### src/design/ssd_stereo_block_matcher_defines.svh
// Assertion helpers for the SSD stereo matcher.
`ifndef SSD_STEREO_BLOCK_MATCHER_DEFINES_SVH
`define SSD_STEREO_BLOCK_MATCHER_DEFINES_SVH

// Implication check, reset-qualified.
`define SSD_ASSERT_IMP(lbl, ck, rn, a, c) \
    lbl: assert property (@(posedge ck) disable iff (!rn) (a) |-> (c)) \
        else $error("assertion failed");

// Next-cycle implication check, reset-qualified.
`define SSD_ASSERT_NXT(lbl, ck, rn, a, c) \
    lbl: assert property (@(posedge ck) disable iff (!rn) (a) |=> (c)) \
        else $error("assertion failed");

`endif

### src/design/ssd_pkg.sv
package ssd_pkg;
    localparam int MAX_WIDTH   = 2048;
    localparam int MAX_HALF    = 8;
    localparam int MAX_OFFSETS = 32;
    localparam int MAX_HEIGHT  = 2048;
    localparam int RING_ROWS   = 2 * MAX_HALF;
    localparam int COL_W       = $clog2(MAX_WIDTH);
    localparam int RING_W      = $clog2(RING_ROWS);
    localparam int ADDR_W      = RING_W + COL_W;
    localparam int POS_W       = 11;
    localparam int OFF_W       = 6;
    localparam int HALF_W      = 5;
    localparam int QDEPTH      = 2;

    localparam logic [1:0] REG_WIDTH  = 2'd0;
    localparam logic [1:0] REG_HEIGHT = 2'd1;
    localparam logic [1:0] REG_HALF   = 2'd2;
    localparam logic [1:0] REG_OFFS   = 2'd3;

    // Job handed from front to back: window origin and search setup.
    typedef struct packed {
        logic [POS_W-1:0]  row0;
        logic [POS_W-1:0]  col0;
        logic [POS_W-1:0]  out_row;
        logic [POS_W-1:0]  out_col;
        logic [HALF_W-1:0] n;
        logic [OFF_W-1:0]  kmax;
        logic [7:0]        scale;
    } job_t;

    // floor(255/d), d in 1..MAX_OFFSETS; constant table
    function automatic logic [7:0] scale_of(input logic [OFF_W-1:0] d);
        logic [7:0] r;
        unique case (d)
            6'd1:  r = 8'd255;  6'd2:  r = 8'd127;  6'd3:  r = 8'd85;   6'd4:  r = 8'd63;
            6'd5:  r = 8'd51;   6'd6:  r = 8'd42;   6'd7:  r = 8'd36;   6'd8:  r = 8'd31;
            6'd9:  r = 8'd28;   6'd10: r = 8'd25;   6'd11: r = 8'd23;   6'd12: r = 8'd21;
            6'd13: r = 8'd19;   6'd14: r = 8'd18;   6'd15: r = 8'd17;   6'd16: r = 8'd15;
            6'd17: r = 8'd15;   6'd18: r = 8'd14;   6'd19: r = 8'd13;   6'd20: r = 8'd12;
            6'd21: r = 8'd12;   6'd22: r = 8'd11;   6'd23: r = 8'd11;   6'd24: r = 8'd10;
            6'd25: r = 8'd10;   6'd26: r = 8'd9;    6'd27: r = 8'd9;    6'd28: r = 8'd9;
            6'd29: r = 8'd8;    6'd30: r = 8'd8;    6'd31: r = 8'd8;    6'd32: r = 8'd7;
            default: r = 8'd0;
        endcase
        return r;
    endfunction
endpackage

### src/design/ssd_front.sv
module ssd_front (
    input  logic                clk,
    input  logic                rst_n,
    input  logic                cfg_we,
    input  logic [1:0]          cfg_index,
    input  logic [11:0]         cfg_data,
    input  logic                in_valid,
    output logic                in_ready,
    input  logic [7:0]          left_pixel,
    input  logic [7:0]          right_pixel,
    input  logic                frame_start,
    input  logic                busy,
    output logic                st_we,
    output logic [ssd_pkg::ADDR_W-1:0] st_addr,
    output logic [7:0]          st_left,
    output logic [7:0]          st_right,
    output logic                job_valid,
    input  logic                job_ready,
    output ssd_pkg::job_t       job
);
    import ssd_pkg::*;

    logic [11:0] width_reg, height_reg;
    logic [3:0]  half_reg;
    logic [5:0]  offs_reg;
    logic [11:0] row_reg, col_reg;
    logic [11:0] jrow_reg;
    logic [11:0] w, hgt, r0, r, c, nr, nc;
    logic [HALF_W-1:0] h, n;
    logic [OFF_W-1:0] d;
    logic        interior, acc;

    always_ff @(posedge clk or negedge rst_n)
    begin
        if (!rst_n)
        begin
            width_reg  <= 12'd640;
            height_reg <= 12'd480;
            half_reg   <= 4'd1;
            offs_reg   <= 6'd4;
        end
        else if (cfg_we)
        begin
            unique case (cfg_index)
                REG_WIDTH:  width_reg  <= cfg_data;
                REG_HEIGHT: height_reg <= cfg_data;
                REG_HALF:   half_reg   <= cfg_data[3:0];
                REG_OFFS:   offs_reg   <= cfg_data[5:0];
                default:    ;
            endcase
        end
    end

    always_comb
    begin
        w   = (width_reg < 12'd4) ? 12'd4
            : (width_reg > 12'(MAX_WIDTH)) ? 12'(MAX_WIDTH) : width_reg;
        hgt = (height_reg < 12'd4) ? 12'd4
            : (height_reg > 12'(MAX_HEIGHT)) ? 12'(MAX_HEIGHT) : height_reg;
        h   = (half_reg == 4'd0) ? 5'd1 : (half_reg > 4'(MAX_HALF)) ? 5'(MAX_HALF)
            : {1'b0, half_reg};
        d   = (offs_reg == 6'd0) ? 6'd1 : (offs_reg > 6'(MAX_OFFSETS)) ? 6'(MAX_OFFSETS)
            : offs_reg;
        n   = 5'(h << 1);
        r0  = frame_start ? 12'd0 : row_reg;
        c   = frame_start ? 12'd0 : col_reg;
        if (c >= w)
        begin
            c  = 12'd0;
            r0 = r0 + 12'd1;
        end
        r  = (r0 >= hgt) ? 12'd0 : r0;
        nc = c + 12'd1;
        nr = r;
        if (nc >= w)
        begin
            nc = 12'd0;
            nr = (r + 12'd1 >= hgt) ? 12'd0 : r + 12'd1;
        end
        interior = (r >= 12'(n)) && (r + 12'd2 <= hgt) && (c >= 12'(n)) && (c + 12'd2 <= w);
    end

    // While a search is pending, only pixels on the row of the pending jobs
    // go in; a new row would overwrite ring rows still inside their windows.
    assign in_ready = job_ready && (!busy || (r == jrow_reg));
    assign acc      = in_valid && in_ready;
    assign st_we    = acc;
    assign st_addr  = {r[RING_W-1:0], c[COL_W-1:0]};
    assign st_left  = left_pixel;
    assign st_right = right_pixel;
    assign job_valid = acc && interior;

    always_comb
    begin
        job.row0    = POS_W'(r - 12'(n) + 12'd1);
        job.col0    = POS_W'(c - 12'(n) + 12'd1);
        job.out_row = POS_W'(r - 12'(h) + 12'd1);
        job.out_col = POS_W'(c - 12'(h) + 12'd1);
        job.n       = n;
        job.kmax    = ((12'(d) - 12'd1) > (c - 12'(n) + 12'd1)) ? OFF_W'(c - 12'(n) + 12'd1)
                    : d - 6'd1;
        job.scale   = scale_of(d);
    end

    always_ff @(posedge clk or negedge rst_n)
    begin
        if (!rst_n)
        begin
            row_reg  <= 12'd0;
            col_reg  <= 12'd0;
            jrow_reg <= 12'd0;
        end
        else if (acc)
        begin
            row_reg <= nr;
            col_reg <= nc;
            if (interior) jrow_reg <= r;
        end
    end
endmodule

### config.mk
export PLATFORM = sky130hd
export DESIGN_NAME = ssd_front
export DESIGN_NICKNAME = d
export VERILOG_FILES = /design/src/design/ssd_stereo_block_matcher_defines.svh /design/src/design/ssd_pkg.sv /design/src/design/ssd_front.sv
export SDC_FILE = /design/constraint.sdc
export NUM_CORES = 1
export LEC_CHECK = 0
export ABC_AREA = 0
export BUFFER_PORTS_ARGS = -buffer_cell sky130_fd_sc_hd__buf_4
export CAP_MARGIN = 30
export CORE_UTILIZATION = 50
export CTS_BUF_LIST = sky130_fd_sc_hd__clkbuf_8
export DETAILED_ROUTE_END_ITERATION = 8
export PLACE_DENSITY_LB_ADDON = 0.05
export RECOVER_POWER = 50
export SKIP_LAST_GASP = 1
export SYNTH_ARGS = -nofsm -noshare
export SYNTH_HDL_FRONTEND = slang
export SYNTH_SLANG_ARGS = --single-unit
### constraint.sdc
create_clock -name clk -period 11.5 [get_ports clk]
set_input_delay 1.15 -clock clk [delete_from_list [all_inputs] [get_ports clk]]
set_output_delay 1.15 -clock clk [all_outputs]
set_load 0.1 [all_outputs]
# ---- Yosys cells after proc, flatten, opt, wreduce, memory -nomap -nowiden
# Memories as Yosys holds them, arrays and structs flattened.
# Index checks and enable logic that the tools add are counted.
dict set report op_classes {
  reduce_logical 16
  n_addsub 15
  n_mux 17
  magnitude_cmp 15
  bitwise 0
  div 0
  shifts 0
  eq_ne 4
  n_mul 0
}
# cell n
set op_table {}
lappend op_table {{$mux 12} 12}
lappend op_table {{$add 12x1->12 const B} 4}
lappend op_table {{$ge 12x12->1} 4}
lappend op_table {{$add 11x1->11 const B} 3}
lappend op_table {{$add 12x2->12 const B} 2}
lappend op_table {{$ge 12x5->1} 2}
lappend op_table {{$gt 12x12->1 const B} 2}
lappend op_table {{$le 12x12->1} 2}
lappend op_table {{$lt 12x3->1 const B} 2}
lappend op_table {{$sub 11x4->11} 2}
lappend op_table {{$mux 6} 3}
lappend op_table {{$eq 12x12->1} 1}
lappend op_table {{$gt 12x12->1} 1}
lappend op_table {{$sub 12x5->12} 1}
lappend op_table {{$sub 11x5->11} 1}
lappend op_table {{$reduce_and 2->1} 5}
lappend op_table {{$mux 4} 2}
lappend op_table {{$sub 6x1->7 const B} 1}
lappend op_table {{$gt 6x6->1 const B} 1}
lappend op_table {{$logic_and 1x1->1} 6}
lappend op_table {{$logic_not 6->1} 1}
lappend op_table {{$sub 6x1->6 const B} 1}
lappend op_table {{$eq 2x2->1 const B} 2}
lappend op_table {{$gt 4x4->1 const B} 1}
lappend op_table {{other kinds (5)} 5}
dict set report word_totals {
  ramBits 0
  regBits 70
  latchBits 0
  mem_count 1
  in_bits 37
  word_cells 75
  rom_bits 512
}
# name depth width rd rd_clocked_by_memory_dff write_ports line
set mem_list {}
lappend mem_list {{(no name shown)} 64 8 1 0 0 ssd_pkg.sv:34} ;# unique case (d)

# ---- Logic depth before layout (Yosys ltp)
dict set report logic_depth {
  ltp_word 13
  depth_mapped 36
  ltp_nobuf 33
}

# ---- Least setup slack after synthesis
# OpenSTA, ideal clock, no wires.
dict set report synth_timing {
  path_kind {input-to-output}
  from {in frame_start}
  to {out job[9] in the netlist's numbering}
  t_required_ps 10350
  path_slack_ps -171
  stages 24
  path_buffers 4
  arrival_ps 10521
  path_cell_list {clkbuf_1 -> clkbuf_1 -> clkbuf_1 -> nor2b_1 -> ha_1 -> a211oi_1 -> nor2_1 -> or3_1 -> nor2_2 -> nand2_1 -> inv_1 -> ha_1 -> a21oi_1 -> o21bai_1 -> xor2_1 -> inv_1 -> ha_1 -> a21o_1 -> a21o_1 -> a21oi_1 -> o221ai_1 -> o21a_1 -> clkbuf_1 -> o21ai_0}
}
# element line
set synth_lines {}
lappend synth_lines {{from (decl)} ssd_front.sv:11} ;# input logic frame_start,
lappend synth_lines {{to (decl)} ssd_front.sv:19} ;# output ssd_pkg::job_t job

# ---- Worst setup path after layout
dict set report layout_timing {
  from {reg width_reg[8]}
  to {out job_valid}
}
dict set report layout_via {
  elab_chain_cells 13
  elab_cells_between_ends 23
  classes_between {add/sub: 2; order compare: 8; eq/ne: 1; mux: 5; reduce/logical: 7}
}
# element line
set layout_rtl {}
lappend layout_rtl {{from (decl)} ssd_front.sv:23} ;# logic [11:0] width_reg, height_reg;
lappend layout_rtl {{from (signal assigned)} ssd_front.sv:45} ;# REG_WIDTH: width_reg <= cfg_data;
lappend layout_rtl {{$gt 12x12->1} ssd_front.sv:57} ;# : (width_reg > 12'(MAX_WIDTH)) ? 12'(MAX_WIDTH) : width_reg;
lappend layout_rtl {{$mux 12} ssd_front.sv:57}
lappend layout_rtl {{$mux 12 *} ssd_front.sv:56} ;# w = (width_reg < 12'd4) ? 12'd4
lappend layout_rtl {{$ge 12x12->1} ssd_front.sv:67} ;# if (c >= w)
lappend layout_rtl {{$mux 12} ssd_front.sv:67}
lappend layout_rtl {{$ge 12x12->1} ssd_front.sv:72} ;# r = (r0 >= hgt) ? 12'd0 : r0;
lappend layout_rtl {{$mux 12} ssd_front.sv:72}
lappend layout_rtl {{$add 12x2->12} ssd_front.sv:80} ;# interior = (r >= 12'(n)) && (r + 12'd2 <= hgt) && (c >= 12'(n)) && (c + 12'd2 <= w);
lappend layout_rtl {{$le 12x12->1} ssd_front.sv:80}
lappend layout_rtl {{$logic_and 1x1->1 (3 in a row)} ssd_front.sv:80}
lappend layout_rtl {{$logic_and 1x1->1 *} ssd_front.sv:91} ;# assign job_valid = acc && interior;
lappend layout_rtl {{to (decl)} ssd_front.sv:17} ;# output logic job_valid,
# Mark *: on every way between the ends. The rest lies on a longest branch, timed or not.

==> results.sh <==
export IMPL_tritoncts="done"
export IMPL_final_cell_mix="ha_1 (161), buf_4 (101), inv_1 (100), nand2_1 (92), a21oi_1 (67)"
export IMPL_start_util_pct=51.93
export IMPL_io_buffer_count=100
export IMPL_clock_sinks=70
export IMPL_io_pins=134
export IMPL_peakVddDrop_v=0.0003304
export IMPL_cts_hold_buf=0
export IMPL_drt_wl_total_um=24720
export IMPL_worstSkewPairLatency_ns=0.38
export IMPL_violations="capacitance limit, slew limit"
export IMPL_power_density_mw_per_mm2=262.5
export IMPL_rsz0062_at_grt="false"
export IMPL_syn_inst=1062
export IMPL_dieHeight_um=137.0
export IMPL_ant_nets=0
export IMPL_seq_area_frac_synth_pct=19.35
export IMPL_yosys_area_top_type="ha_1"
export IMPL_grt_ovfl_total=0
export IMPL_path_class="flop to output pin"
export IMPL_maxSlewHeadroom_pct=-154.5
export IMPL_final_common_cell="ha_1"
export IMPL_leakagePower_nw=5.296
export IMPL_clock_fmax_mhz=99.43
export IMPL_drive_gt1_share_pct=17.28
export IMPL_finalMaxSlewViolations=71
export IMPL_critPathLaunchType="flop"
export IMPL_grt_pass1_vias=6979
export IMPL_htree_levels=3
export IMPL_synth_seq_cells=70
export IMPL_hpwl_um=20090
export IMPL_first_iter_violations=483
export IMPL_dieWidth_um=137.0
export IMPL_ys_flop_type="dfrtp_1"
export IMPL_timing_hold_violations_final=0
export IMPL_hp_class="flop to flop"
export IMPL_timing_final_crit_share_pct=87.45
export IMPL_grt_pass1_wl_um=38600
export IMPL_cp_required_ns=10.35
export IMPL_clockRootBuffer="clkbuf_8"
export IMPL_outcome="finished, violations left"
export IMPL_worstPathArrival_ns=8.91
export IMPL_finalSetupTns_ns=0
export IMPL_antenna_found_initial=0
export IMPL_synth_edf_count=0
export IMPL_nets=1339
export IMPL_via_per_inst=5.709
export IMPL_ys_warn_count=0
export IMPL_setup_viol=0
export IMPL_hold_slack_ns=0.5160
export IMPL_worstMarginPinSlew_ns=3.817
export IMPL_vias=7798
export IMPL_numCtsBuffers=9
export IMPL_synth_top_area_share_pct=22.12
export IMPL_row_count=48
export IMPL_max_cap_viol_count=1
export IMPL_wl_per_cell_um=18.10
export IMPL_netlist_area_mm2=0.009106
export IMPL_async_reset_ff_share_pct=100.0
export IMPL_postSynthAreaPerCell_um2=8.575
export IMPL_slowest_delay_ns=0.48
export IMPL_syn2layout_area_growth_pct=11.31
export IMPL_dr_pass1_iters=5
export IMPL_coreArea_mm2=0.01754
export IMPL_fin_crit_ns=10.06
export IMPL_cts_buffer_depth=2
export IMPL_post_cts_resized=0
export IMPL_cp_slowest_cell="or3_1"
export IMPL_path_clk_slew_ns=0.08
export IMPL_fin_skew_ns=0.01345
export IMPL_path_common_cell="ha_1"
export IMPL_synth_area_top_cells="ha_1 (22%), dfrtp_1 (17%), mux2_2 (5.4%)"
export IMPL_dieArea_mm2=0.01876
export IMPL_post_route_drc_count=0
export IMPL_end_kind="output pin"
export IMPL_gp_congestion=0.9296
export IMPL_path_max_fanout=24
export IMPL_grtUsageTotal_pct=27.14
export IMPL_grt_start_max_net_pins=71
export IMPL_post_cts_buffers=0
export IMPL_synth_cell_types=76
==> through the flow <==
| step | worst slack, ns | util [%] | power [mW] | cell area [um2] | cells |
|---|---|---|---|---|---|
| 3_3_place_gp | 2.022 | 56.54 | 2.417 | 9916 | 1348 |
| 4_1_cts | 1.551 | 57.85 | 2.668 | 10140 | 1364 |
| 6_report | 1.443 | 57.80 | 2.661 | 10140 | 1366 |
| 3_5_place_dp | 1.915 | 56.54 | 2.427 | 9916 | 1348 |
| 5_1_grt | 0.8064 | 57.78 | 2.818 | 10130 | 1365 |
| 2_1_floorplan | 0.1678 | - | 1.934 | 9110 | 1063 |
==> worst paths after layout <==
kind | slack [ns] | end | cells past startpoint | from
max | 1.44 | job_valid | 32 | width_reg[8]
min | 0.52 | col_reg[11] | 1 | col_reg[11]
max reg2reg | 2.71 | row_reg[9] | 33 | width_reg[8]
min reg2reg | 0.52 | col_reg[11] | 1 | col_reg[11]
max in group asynchronous | 7.14 | row_reg[10] | 2 | rst_n
min in group asynchronous | 2.22 | height_reg[11] | 2 | rst_n
==> power by group <==
group / total (mW) / leakage (nW) / internal (mW) / switching, mW
logic: 2.07 / 4.30 / 0.531 / 1.54
clock network: 0.235 / 0.112 / 0.125 / 0.110
registers: 0.352 / 0.880 / 0.298 / 0.0540
==> final cells by class <==
type | count | area [um2]
flip-flops and latches | 70 | 1762
repair buffers | 107 | 784.5
clock inverters | 7 | 105.1
multi-input cells | 845 | 6694
diodes | 1 | 2.502
fillers | 1627 | 7401
clock buffers | 9 | 123.9
well taps | 225 | 281.5
inverters | 102 | 382.9
==> worst max-delay path, delay by kind of cell (launching register included) <==
family | cells | cell delay [ns]
XOR/XNOR | 2 | 0.50
AO/OA/AOI/OAI | 10 | 1.78
buffers and inverters | 3 | 0.66
flip-flops | 1 | 0.39
adder cells (fa/ha/maj) | 4 | 1.22
AND/OR/NAND/NOR | 13 | 3.94
==> metal layers <==
metal | vias to the layer above | track usage, % | part of all wire (%)
met4 | 0 | 5.189 | 1.1
li1 | 3860 | - | -
met2 | 249 | 38.41 | 41
met1 | 3667 | 42.78 | 51
met3 | 22 | 4.000 | 7.0
met5 | - | 0 | 0
==> cell families after synthesis <==
| kind of cell | share of synthesized area [%] |
|---|---|
| adder cells (fa/ha/maj) | 23.44 |
| AND/OR/NAND/NOR | 17.45 |
| buffers and inverters | 7.186 |
| XOR/XNOR | 7.461 |
| other | 0.04118 |
| multiplexers | 10.39 |
| flip-flops | 19.35 |
| AO/OA/AOI/OAI | 14.69 |
==> cells in the mapped netlist, types with 3 or more instances <==
library cell and n:
a211o_1 5, a211oi_1 5, a21boi_0 5, a21o_1 25
a21oi_1 67, a22o_1 3, a31oi_1 4, and2_1 13
and3_1 7, buf_2 4, buf_4 21, clkbuf_1 17
dfrtp_1 62, dfstp_2 8, fa_1 6, ha_1 161
inv_1 100, mux2_2 44, mux2_4 13, mux2i_1 21
nand2_1 92, nand2b_1 20, nand3_1 25, nand3b_1 4
nand4_1 22, nor2_1 59, nor2b_1 25, nor3_1 15
nor3b_1 4, nor4_1 5, o2111ai_1 3, o21a_1 5
o21ai_0 39, o21bai_1 12, o221ai_1 3, o311ai_0 3
o31ai_1 9, or3_1 5, or4_1 4, xnor2_1 51
xor2_1 24
No activity file was read; power rests on OpenSTA's default activity.
