--- src/design/ssd_stereo_block_matcher_defines.svh ---
// Assertion helpers for the SSD stereo matcher.
`ifndef SSD_STEREO_BLOCK_MATCHER_DEFINES_SVH
`define SSD_STEREO_BLOCK_MATCHER_DEFINES_SVH

// Implication check, reset-qualified.
`define SSD_ASSERT_IMP(lbl, ck, rn, a, c) \
    lbl: assert property (@(posedge ck) disable iff (!rn) (a) |-> (c)) \
        else $error("assertion failed");

// Next-cycle implication check, reset-qualified.
`define SSD_ASSERT_NXT(lbl, ck, rn, a, c) \
    lbl: assert property (@(posedge ck) disable iff (!rn) (a) |=> (c)) \
        else $error("assertion failed");

`endif

--- src/design/ssd_pkg.sv ---
package ssd_pkg;
    localparam int MAX_WIDTH   = 2048;
    localparam int MAX_HALF    = 8;
    localparam int MAX_OFFSETS = 32;
    localparam int MAX_HEIGHT  = 2048;
    localparam int RING_ROWS   = 2 * MAX_HALF;
    localparam int COL_W       = $clog2(MAX_WIDTH);
    localparam int RING_W      = $clog2(RING_ROWS);
    localparam int ADDR_W      = RING_W + COL_W;
    localparam int POS_W       = 11;
    localparam int OFF_W       = 6;
    localparam int HALF_W      = 5;
    localparam int QDEPTH      = 2;

    localparam logic [1:0] REG_WIDTH  = 2'd0;
    localparam logic [1:0] REG_HEIGHT = 2'd1;
    localparam logic [1:0] REG_HALF   = 2'd2;
    localparam logic [1:0] REG_OFFS   = 2'd3;

    // Job handed from front to back: window origin and search setup.
    typedef struct packed {
        logic [POS_W-1:0]  row0;
        logic [POS_W-1:0]  col0;
        logic [POS_W-1:0]  out_row;
        logic [POS_W-1:0]  out_col;
        logic [HALF_W-1:0] n;
        logic [OFF_W-1:0]  kmax;
        logic [7:0]        scale;
    } job_t;

    // floor(255/d), d in 1..MAX_OFFSETS; constant table
    function automatic logic [7:0] scale_of(input logic [OFF_W-1:0] d);
        logic [7:0] r;
        unique case (d)
            6'd1:  r = 8'd255;  6'd2:  r = 8'd127;  6'd3:  r = 8'd85;   6'd4:  r = 8'd63;
            6'd5:  r = 8'd51;   6'd6:  r = 8'd42;   6'd7:  r = 8'd36;   6'd8:  r = 8'd31;
            6'd9:  r = 8'd28;   6'd10: r = 8'd25;   6'd11: r = 8'd23;   6'd12: r = 8'd21;
            6'd13: r = 8'd19;   6'd14: r = 8'd18;   6'd15: r = 8'd17;   6'd16: r = 8'd15;
            6'd17: r = 8'd15;   6'd18: r = 8'd14;   6'd19: r = 8'd13;   6'd20: r = 8'd12;
            6'd21: r = 8'd12;   6'd22: r = 8'd11;   6'd23: r = 8'd11;   6'd24: r = 8'd10;
            6'd25: r = 8'd10;   6'd26: r = 8'd9;    6'd27: r = 8'd9;    6'd28: r = 8'd9;
            6'd29: r = 8'd8;    6'd30: r = 8'd8;    6'd31: r = 8'd8;    6'd32: r = 8'd7;
            default: r = 8'd0;
        endcase
        return r;
    endfunction
endpackage

--- src/design/ssd_queue.sv ---
module ssd_queue (
    input  logic          clk,
    input  logic          rst_n,
    input  logic          wr_valid,
    output logic          wr_ready,
    input  ssd_pkg::job_t wr_job,
    output logic          rd_valid,
    input  logic          rd_ready,
    output ssd_pkg::job_t rd_job
);
    import ssd_pkg::*;
    `include "ssd_stereo_block_matcher_defines.svh"

    job_t       mem_reg [QDEPTH];
    logic       wp_reg, rp_reg;
    logic [1:0] cnt_reg;
    logic       wr, rd;

    assign wr_ready = (cnt_reg != 2'(QDEPTH));
    assign rd_valid = (cnt_reg != 2'd0);
    assign rd_job   = mem_reg[rp_reg];
    assign wr = wr_valid && wr_ready;
    assign rd = rd_valid && rd_ready;

    always_ff @(posedge clk)
    begin
        if (wr) mem_reg[wp_reg] <= wr_job;
    end

    always_ff @(posedge clk or negedge rst_n)
    begin
        if (!rst_n)
        begin
            wp_reg  <= 1'b0;
            rp_reg  <= 1'b0;
            cnt_reg <= 2'd0;
        end
        else
        begin
            if (wr) wp_reg <= ~wp_reg;
            if (rd) rp_reg <= ~rp_reg;
            cnt_reg <= cnt_reg + 2'(wr) - 2'(rd);
        end
    end

    `SSD_ASSERT_IMP(a_q_bound, clk, rst_n, 1'b1, cnt_reg <= 2'(QDEPTH))
    `SSD_ASSERT_NXT(a_q_fill, clk, rst_n, wr && !rd, cnt_reg == $past(cnt_reg) + 2'd1)
    `SSD_ASSERT_IMP(a_q_ptr, clk, rst_n, cnt_reg == 2'd0 || cnt_reg == 2'(QDEPTH),
        wp_reg == rp_reg)
endmodule

--- config.mk ---
export PLATFORM = sky130hd
export DESIGN_NAME = ssd_queue
export DESIGN_NICKNAME = d
export VERILOG_FILES = /design/src/design/ssd_pkg.sv /design/src/design/ssd_queue.sv
export VERILOG_INCLUDE_DIRS = /design/src /design/src/design
export SDC_FILE = /design/constraint.sdc
export NUM_CORES = 1
export LEC_CHECK = 0
export ABC_AREA = 1
export BUFFER_PORTS_ARGS = -buffer_cell sky130_fd_sc_hd__buf_2
export CAP_MARGIN = 10
export CORE_ASPECT_RATIO = 2
export CORE_MARGIN = 5
export CORE_UTILIZATION = 39
export CTS_CLUSTER_DIAMETER = 50
export DETAILED_ROUTE_END_ITERATION = 16
export PLACE_DENSITY_LB_ADDON = 0.05
export SLEW_MARGIN = 15
export SYNTH_ARGS = -nofsm -noshare
export SYNTH_HDL_FRONTEND = slang
export SYNTH_SLANG_ARGS = --single-unit
--- constraint.sdc ---
create_clock -name clk -period 3.5 [get_ports clk]
set_clock_uncertainty 0.1 [all_clocks]
set_input_delay 0.7 -clock clk [delete_from_list [all_inputs] [get_ports clk]]
set_output_delay 0.7 -clock clk [all_outputs]
set_load 0.005 [all_outputs]
### Word-level counts from Yosys, hierarchy flattened

Memories as Yosys holds them, arrays and structs flattened.
Index checks and enable logic that the tools add are counted.

| word-level totals | value |
|---|---|
| memories | 1 |
| RAM bits | 126 |
| logic and storage cells | 14 |
| flip-flop bits (word level) | 4 |

| cells by class | value |
|---|---|
| reductions and logical operators | 3 |
| equal/unequal tests | 1 |
| bitwise operators | 2 |
| muxes and demuxes | 2 |
| add/sub/neg operators | 2 |

Memories:

| name | words | bits a word | read ports | clocked after memory_dff | wr ports | RTL line | RTL |
|---|---|---|---|---|---|---|---|
| mem_reg | 2 | 63 | 1 | 0 | 1 | ssd_queue.sv:14 | `job_t mem_reg [QDEPTH];` |

Operator list:

| operator | number |
|---|---|
| 2-bit by 1-bit adder with 2-bit output | 1 |
| 1-bit logical AND | 2 |
| 1-bit 2-to-1 mux | 2 |
| 2-bit != test, second input constant | 1 |
| 1-bit NOT | 2 |
| 2-bit nonzero test | 1 |
| 2-bit by 1-bit subtractor with 2-bit output | 1 |

### Longest topological paths before layout

Gate-level depths: netlist of run 1.

| logic depth | value |
|---|---|
| depth after elaboration | 4 |
| depth in mapped cells | 10 |
| gate-level depth less buffers | 10 |

### Worst setup path before layout of run 1

Ideal clock, no wire load.

| timing path | value |
|---|---|
| path type | input -> register |
| start point | input port wr_valid |
| end point | memory mem_reg[1][0] (netlist name) (enable) |
| stages | 2 |
| buffers on the path | 0 |
| slack | -0.503 ns |
| data arrival time | 3.419 ns |
| path through | nand2_1 -> nor2_1 |

| between the ends | value |
|---|---|
| longest elaborated chain between the ends | 3 |

RTL lines:

| what | RTL line | RTL |
|---|---|---|
| from (decl) | ssd_queue.sv:4 | `input logic wr_valid,` |
| 1-bit logical AND | ssd_queue.sv:22 | `assign wr = wr_valid && wr_ready;` |
| 1-bit 2-to-1 mux | ssd_queue.sv:27 | `if (wr) mem_reg[wp_reg] <= wr_job;` |
| 1-bit 2-to-1 mux (not written as such) | ssd_queue.sv:27 |  |
| to (decl) | ssd_queue.sv:14 |  |

No other way between the ends.

==> results of run 1 <==
how the worst max path moves through the flow:
stage | start | end | slack (ns) | depth (start not counted)
detailed placement | rp_reg | rd_job[49] | 1.24 | 5
global placement | rp_reg | rd_job[49] | 1.27 | 5
finish | rp_reg | rd_job[15] | 0.88 | 5
floorplan | wr_valid | mem_reg[1][0] | 0.55 | 2
CTS | rp_reg | rd_job[49] | 0.79 | 5
global route | rp_reg | rd_job[49] | 0.67 | 5
Yosys cell counts:
cell / number
nand3_1: 3
buf_4: 1
edfxtp_1: 126
dfrtp_1: 4
clkbuf_8: 6
buf_2: 6
nor2_1: 1
nand2_1: 202
inv_1: 8
inv_2: 1
ha_1: 2
cell families (layout without fill, tap and decap cells):
family | count (synthesis) | in the layout
buf+inv | 22 | 179
flops | 130 | 130
simple gates | 206 | 206
fa+ha+maj | 2 | 2
routing by layer:
| metal | track usage | wire [um] | up-vias |
|---|---|---|---|
| li1 | - | - | 1498 |
| met1 | 0.1426 | 3583 | 1395 |
| met2 | 0.2673 | 5899 | 87 |
| met3 | 0.04572 | 579 | 11 |
| met4 | 0.05526 | 128 | 2 |
| met5 | 0 | 7 | - |
metrics by stage:
stage | total power [mW] | std cells | hold slack [ns]
floorplan | 3.100 | 360 | 0.3044
global placement | 3.750 | 631 | 0.3538
detailed placement | 3.768 | 631 | 0.3682
CTS | 5.463 | 664 | 0.3591
global route | 5.718 | 664 | 0.3578
finish | 5.339 | 664 | 0.3806
power breakdown:
| group | switching [mW] | total, mW | internal [mW] |
|---|---|---|---|
| combinational | 0.945 | 1.46 | 0.519 |
| clock | 0.627 | 1.67 | 1.05 |
| sequential | 0.0788 | 2.20 | 2.12 |
cell type report:
class	instances	area, um2
repair buffers	138	723.2
well taps	147	183.9
inverters	9	33.78
clock inverters	13	136.4
flip-flops and latches	130	3885
multi-input cells	208	809.5
clock buffers	19	432.9
fillers	1108	5991
==> summary.md, run 1 <==
| Metric | Value |
|---|---|
| Critical-path top delay cell | dfrtp_2 |
| Hold Path Sink | mem_reg[1][3] |
| R2R setup slack | 1.75 ns |
| CP Class | flip-flop to output port |
| Library cells used by synthesis | 11 |
| Antenna Nets Post-Route | 0 |
| Post-synthesis mux area share | 0 |
| Starting Density | 0.3968 |
| Ports | 132 |
| Min-Delay Startpoint | wr_job[3] |
| Final-report hold violation count | 0 |
| Clk sink count | 130 |
| CTS H-tree lvls | 4 |
| CTS tree | yes |
| Largest register FFs | 126 |
| Post-CTS sizing | 0 |
| Max IR drop VDD | 0.0004108 V |
| # DRC | 0 |
| Vias | 2993 |
| Worst Path Required | 2.70 ns |
| Fin area | 0.006205 mm2 |
| Synth Area in XOR/XNOR | 0 |
| Vias per cell | 4.508 |
| Top cells by area, synth | edfxtp_1 78%, nand2_1 16%, dfrtp_1 2.1%, clkbuf_8 1.7%, buf_2 0.62% |
| Post-Syn Instances | 360 |
| Root Buffer | clkbuf_16 |
| Final WS setup | 0.8783 ns |
| Hold Path Class | primary input to flip-flop |
| Post-DP Area | 0.005625 mm2 |
| Simple-gate share of the synthesized area | 0.1605 |
| Final wirelength | 10.20 mm |
| Place WS | 1.235 ns |
| Later-pin clock latency in the skew report | 0.40 ns |
| Crit share post-route | 0.7491 |
| Area Overhead vs Synth | 28.21% |
| Largest net degree at the start of global routing | 65 |
| Cell accounting for the most synthesized area | edfxtp_1 |
| CTS buffer count | 17 |
| CP Launch Type | flip-flop |
| Initial antenna violation count | 1 |
| Most frequent cells in the layout | 202 x nand2_1, 131 x buf_2, 126 x edfxtp_1, 17 x clkbuf_16, 7 x inv_1 |
| Seq/Total Area, Yosys | 0.8025 |
| Worst rel slew slack | 0.5296 |
| Compound-Gate Fraction of Synth Area | 0 |
| Fin util | 0.5088 |
| RSZ-0062 raised after global routing | no |
| Power Density | 860.6 mW/mm2 |
| CP max FO | 28 |
| Top delay family on crit path | buffers and inverters |
| Critical Path End Type | output port |
| Global placement routability congestion | 0.7309 |
| Synth Cell Area | 0.004840 mm2 |
| Worst R2R Path Depth | 5 |
| Die Wd | 88.77 um |
| Clk buf depth | 2 |
| Worst-path cell chain | inv_2 -> buf_4 -> nand2_1 -> nand2_1 -> buf_2 |
| Die Ht | 167.5 um |
| DP Wirelength | 6.765 mm |
| Post-synth top area share | 0.7818 |
| Share of layout cells above drive strength 1 | 0.3288 |
| Slew @ Worst Pin | 0.7056 ns |
| Grt ovf | 0 |
| Ant. Diodes | 0 |
| Largest family of logic cells by synthesized area | simple AND/OR/NAND/NOR gates |
| Status | completed |
| Fin nets | 573 |
| First-pass GRT wire length | 15.79 mm |
| Reg-to-reg endpoint | mem_reg[0][50] |
| Hold path cells | 1 |
| LEAKAGE | 2.713 nW |
| Worst path bufs/invs | 3 |
| Adder-Cell Fraction of Synth Area | 0.005171 |
| Max Cap Viol | 0 |
| YS warnings | 0 |
| Worst EP arrival | 1.82 ns |
| Cts hold-fix bufs | 1 |
| Reg2reg start | cnt_reg[0] |
| DRT Pass-1 Iters | 4 |
| Row Count | 57 |
| WL per Instance | 15.36 um |
| DRT iter0 DRCs | 140 |
| Most frequent cell on the critical path | nand2_1 |
| Max Slew Vio Count | 0 |
| Highest Clock Rate | 381.4 MHz |
| Setup Fix Bufs, Post-CTS | 0 |
| Largest stage delay on the critical path | 0.40 ns |
| Synth Area per Inst | 13.44 um2 |
| Setup-failing EPs final | 0 |
| Fin Setup TNS | 0 ns |
| Full die area | 0.01487 mm2 |
| Commonest non-fill, non-tap cell in the layout | nand2_1 |
| Clk slew on worst S/H paths | 0.06 ns |
| Mapped Nets | 429 |
| Flops & latches, synth | 130 |
| IO buf count | 131 |
| GRT Overall Usage | 0.1442 |
| Number of global-route vias before repair | 3143 |
| Tmin final | 2.622 ns |
| Core Region | 0.01220 mm2 |
No activity file was read; power rests on OpenSTA's default activity.
==> run 2: changes to the inputs <==
==> constraint.sdc (replaced) <==
create_clock -name clk -period 2.5 [get_ports clk]
set_clock_uncertainty 0.1 [all_clocks]
set_input_delay 0.5 -clock clk [delete_from_list [all_inputs] [get_ports clk]]
set_output_delay 0.5 -clock clk [all_outputs]
set_load 0.005 [all_outputs]
==> run 2 against run 1 <==
Wire length shrank 1.2%. Sequential share of layout area shrank 0.13 points. Register-to-register slack lost 0.82 ns. Core utilization grew 0.10 points. Die area is the same. Combinational power grew 40%. Critical path depth shrank 1. Non-clock buffer count is the same. Largest cell class unchanged. Highest routed layer is now met4.
==> summary.md, run 2 (synthesis results as in run 1) <==
| Metric | Value |
|---|---|
| Clk buf depth | 2 |
| CTS buffer count | 17 |
| Full die area | 0.01487 mm2 |
| Final WS setup | 0.1798 ns |
| Critical Path End Type | output port |
| CTS tree | yes |
| RSZ-0062 raised after global routing | no |
| Final-report hold violation count | 0 |
| Setup-failing EPs final | 0 |
| Max Slew Vio Count | 0 |
| Place WS | 0.5697 ns |
| Clk slew on worst S/H paths | 0.06 ns |
| Final wirelength | 10.07 mm |
| Worst EP arrival | 1.72 ns |
| Internal Power | 5.181 mW |
| GRT Overall Usage | 0.1407 |
| CTS H-tree lvls | 4 |
| Root Buffer | clkbuf_16 |
| Hold Path Class | primary input to flip-flop |
| Highest Clock Rate | 431.0 MHz |
| LEAKAGE | 2.718 nW |
| Area Overhead vs Synth | 28.46% |
| IO buf count | 131 |
| Max IR drop VDD | 0.0006348 V |
| Logic pwr share | 0.274 |
| Worst Path Required | 1.90 ns |
| Share of layout cells above drive strength 1 | 0.3288 |
| Post-DP Area | 0.005638 mm2 |
| Vias | 3020 |
| Largest register FFs | 126 |
| Initial antenna violation count | 0 |
| Starting Density | 0.3968 |
| First-pass GRT wire length | 15.39 mm |
| Largest net degree at the start of global routing | 65 |
| Row Count | 57 |
| Most frequent cells in the layout | 202 x nand2_1, 131 x buf_2, 126 x edfxtp_1, 17 x clkbuf_16, 7 x inv_1 |
| CP max FO | 64 |
| Power Density | 1205 mW/mm2 |
| Switching portion of total power | 0.3083 |
| Flop pwr share | 0.412 |
| Vias per cell | 4.548 |
| Slew @ Worst Pin | 0.6987 ns |
| WL per Instance | 15.17 um |
| Fin nets | 573 |
| Tmin final | 2.320 ns |
| Ports | 132 |
| NetSw | 2.309 mW |
| Commonest non-fill, non-tap cell in the layout | nand2_1 |
| DP Wirelength | 6.403 mm |
| Die Ht | 167.5 um |
| Fin Setup TNS | 0 ns |
| Antenna Nets Post-Route | 0 |
| Number of global-route vias before repair | 3172 |
| Max Cap Viol | 0 |
| # DRC | 0 |
| Clk pwr share | 0.314 |
| Later-pin clock latency in the skew report | 0.40 ns |
| Fin area | 0.006217 mm2 |
| Core Region | 0.01220 mm2 |
| CP Class | flip-flop to output port |
| DRT iter0 DRCs | 93 |
| DRT Pass-1 Iters | 4 |
| Ant. Diodes | 0 |
| Status | completed |
| Crit share post-route | 0.9281 |
| Clk sink count | 130 |
| Global placement routability congestion | 0.7122 |
| Grt ovf | 0 |
| Worst rel slew slack | 0.5342 |
| CP Launch Type | flip-flop |
| Die Wd | 88.77 um |
run 2: cell counts in the layout (fill, tap and decap cells not counted):
No cell type changed its count.
run 2: worst max-delay path, stage by stage (launching register included):
cell	delay, ns
dfrtp_2	0.36
buf_4	0.56
nand2_1	0.13
nand2_1	0.11
buf_2	0.12
run 2: repair_timing:
action,in CTS,in global routing
endpoints found under the hold margin,4,0
buffers inserted,0,0
hold buffers,1,0
gates resized for setup,0,0
run 2: per-layer routing:
layer	GRT usage	share of wire	routed length, um	up-vias
met1	0.1396	0.36	3652	1424
li1	-	-	-	1499
met3	0.04769	0.065	651	15
met2	0.2557	0.56	5595	82
met5	0	0	0	-
met4	0.05921	0.017	171	0
run 2: cell type report:
class	count	area, um2
Clock buffer	19	432.9
Inverter	9	33.78
Clock inverter	13	136.4
Timing Repair Buffer	138	735.7
Multi-Input combinational cell	208	809.5
Fill cell	1129	5978
Sequential cell	130	3885
Tap cell	147	183.9
run 2: power by group through the flow:
stage / Sequential, mW / Clock (mW) / Combinational (mW)
3_3_place_gp: 3.11 / 0 / 2.13
3_5_place_dp: 3.13 / 0 / 2.15
6_report: 3.08 / 2.35 / 2.05
2_1_floorplan: 3.12 / 0 / 1.22
5_1_grt: 3.12 / 2.52 / 2.34
4_1_cts: 3.09 / 2.43 / 2.16
run 2: worst paths after layout:
check	from	endpoint	slack [ns]	depth (start not counted)
min	wr_job[9]	mem_reg[0][9]	0.18	1
min in group asynchronous	rst_n	rp_reg	0.36	2
max	rp_reg	rd_job[2]	0.18	4
max in group asynchronous	rst_n	rp_reg	1.81	2
max reg2reg	cnt_reg[1]	cnt_reg[1]	0.93	10
min reg2reg	wp_reg	wp_reg	0.38	2
run 2: metrics by stage:
stage / power [mW] / hold WS (ns) / instances / util
floorplan: 4.339 / 0.1044 / 360 / -
global placement: 5.241 / 0.2160 / 631 / 0.4623
detailed placement: 5.278 / 0.2173 / 631 / 0.4623
CTS: 7.677 / 0.1527 / 664 / 0.5098
global route: 7.983 / 0.1558 / 664 / 0.5098
finish: 7.489 / 0.1776 / 664 / 0.5098
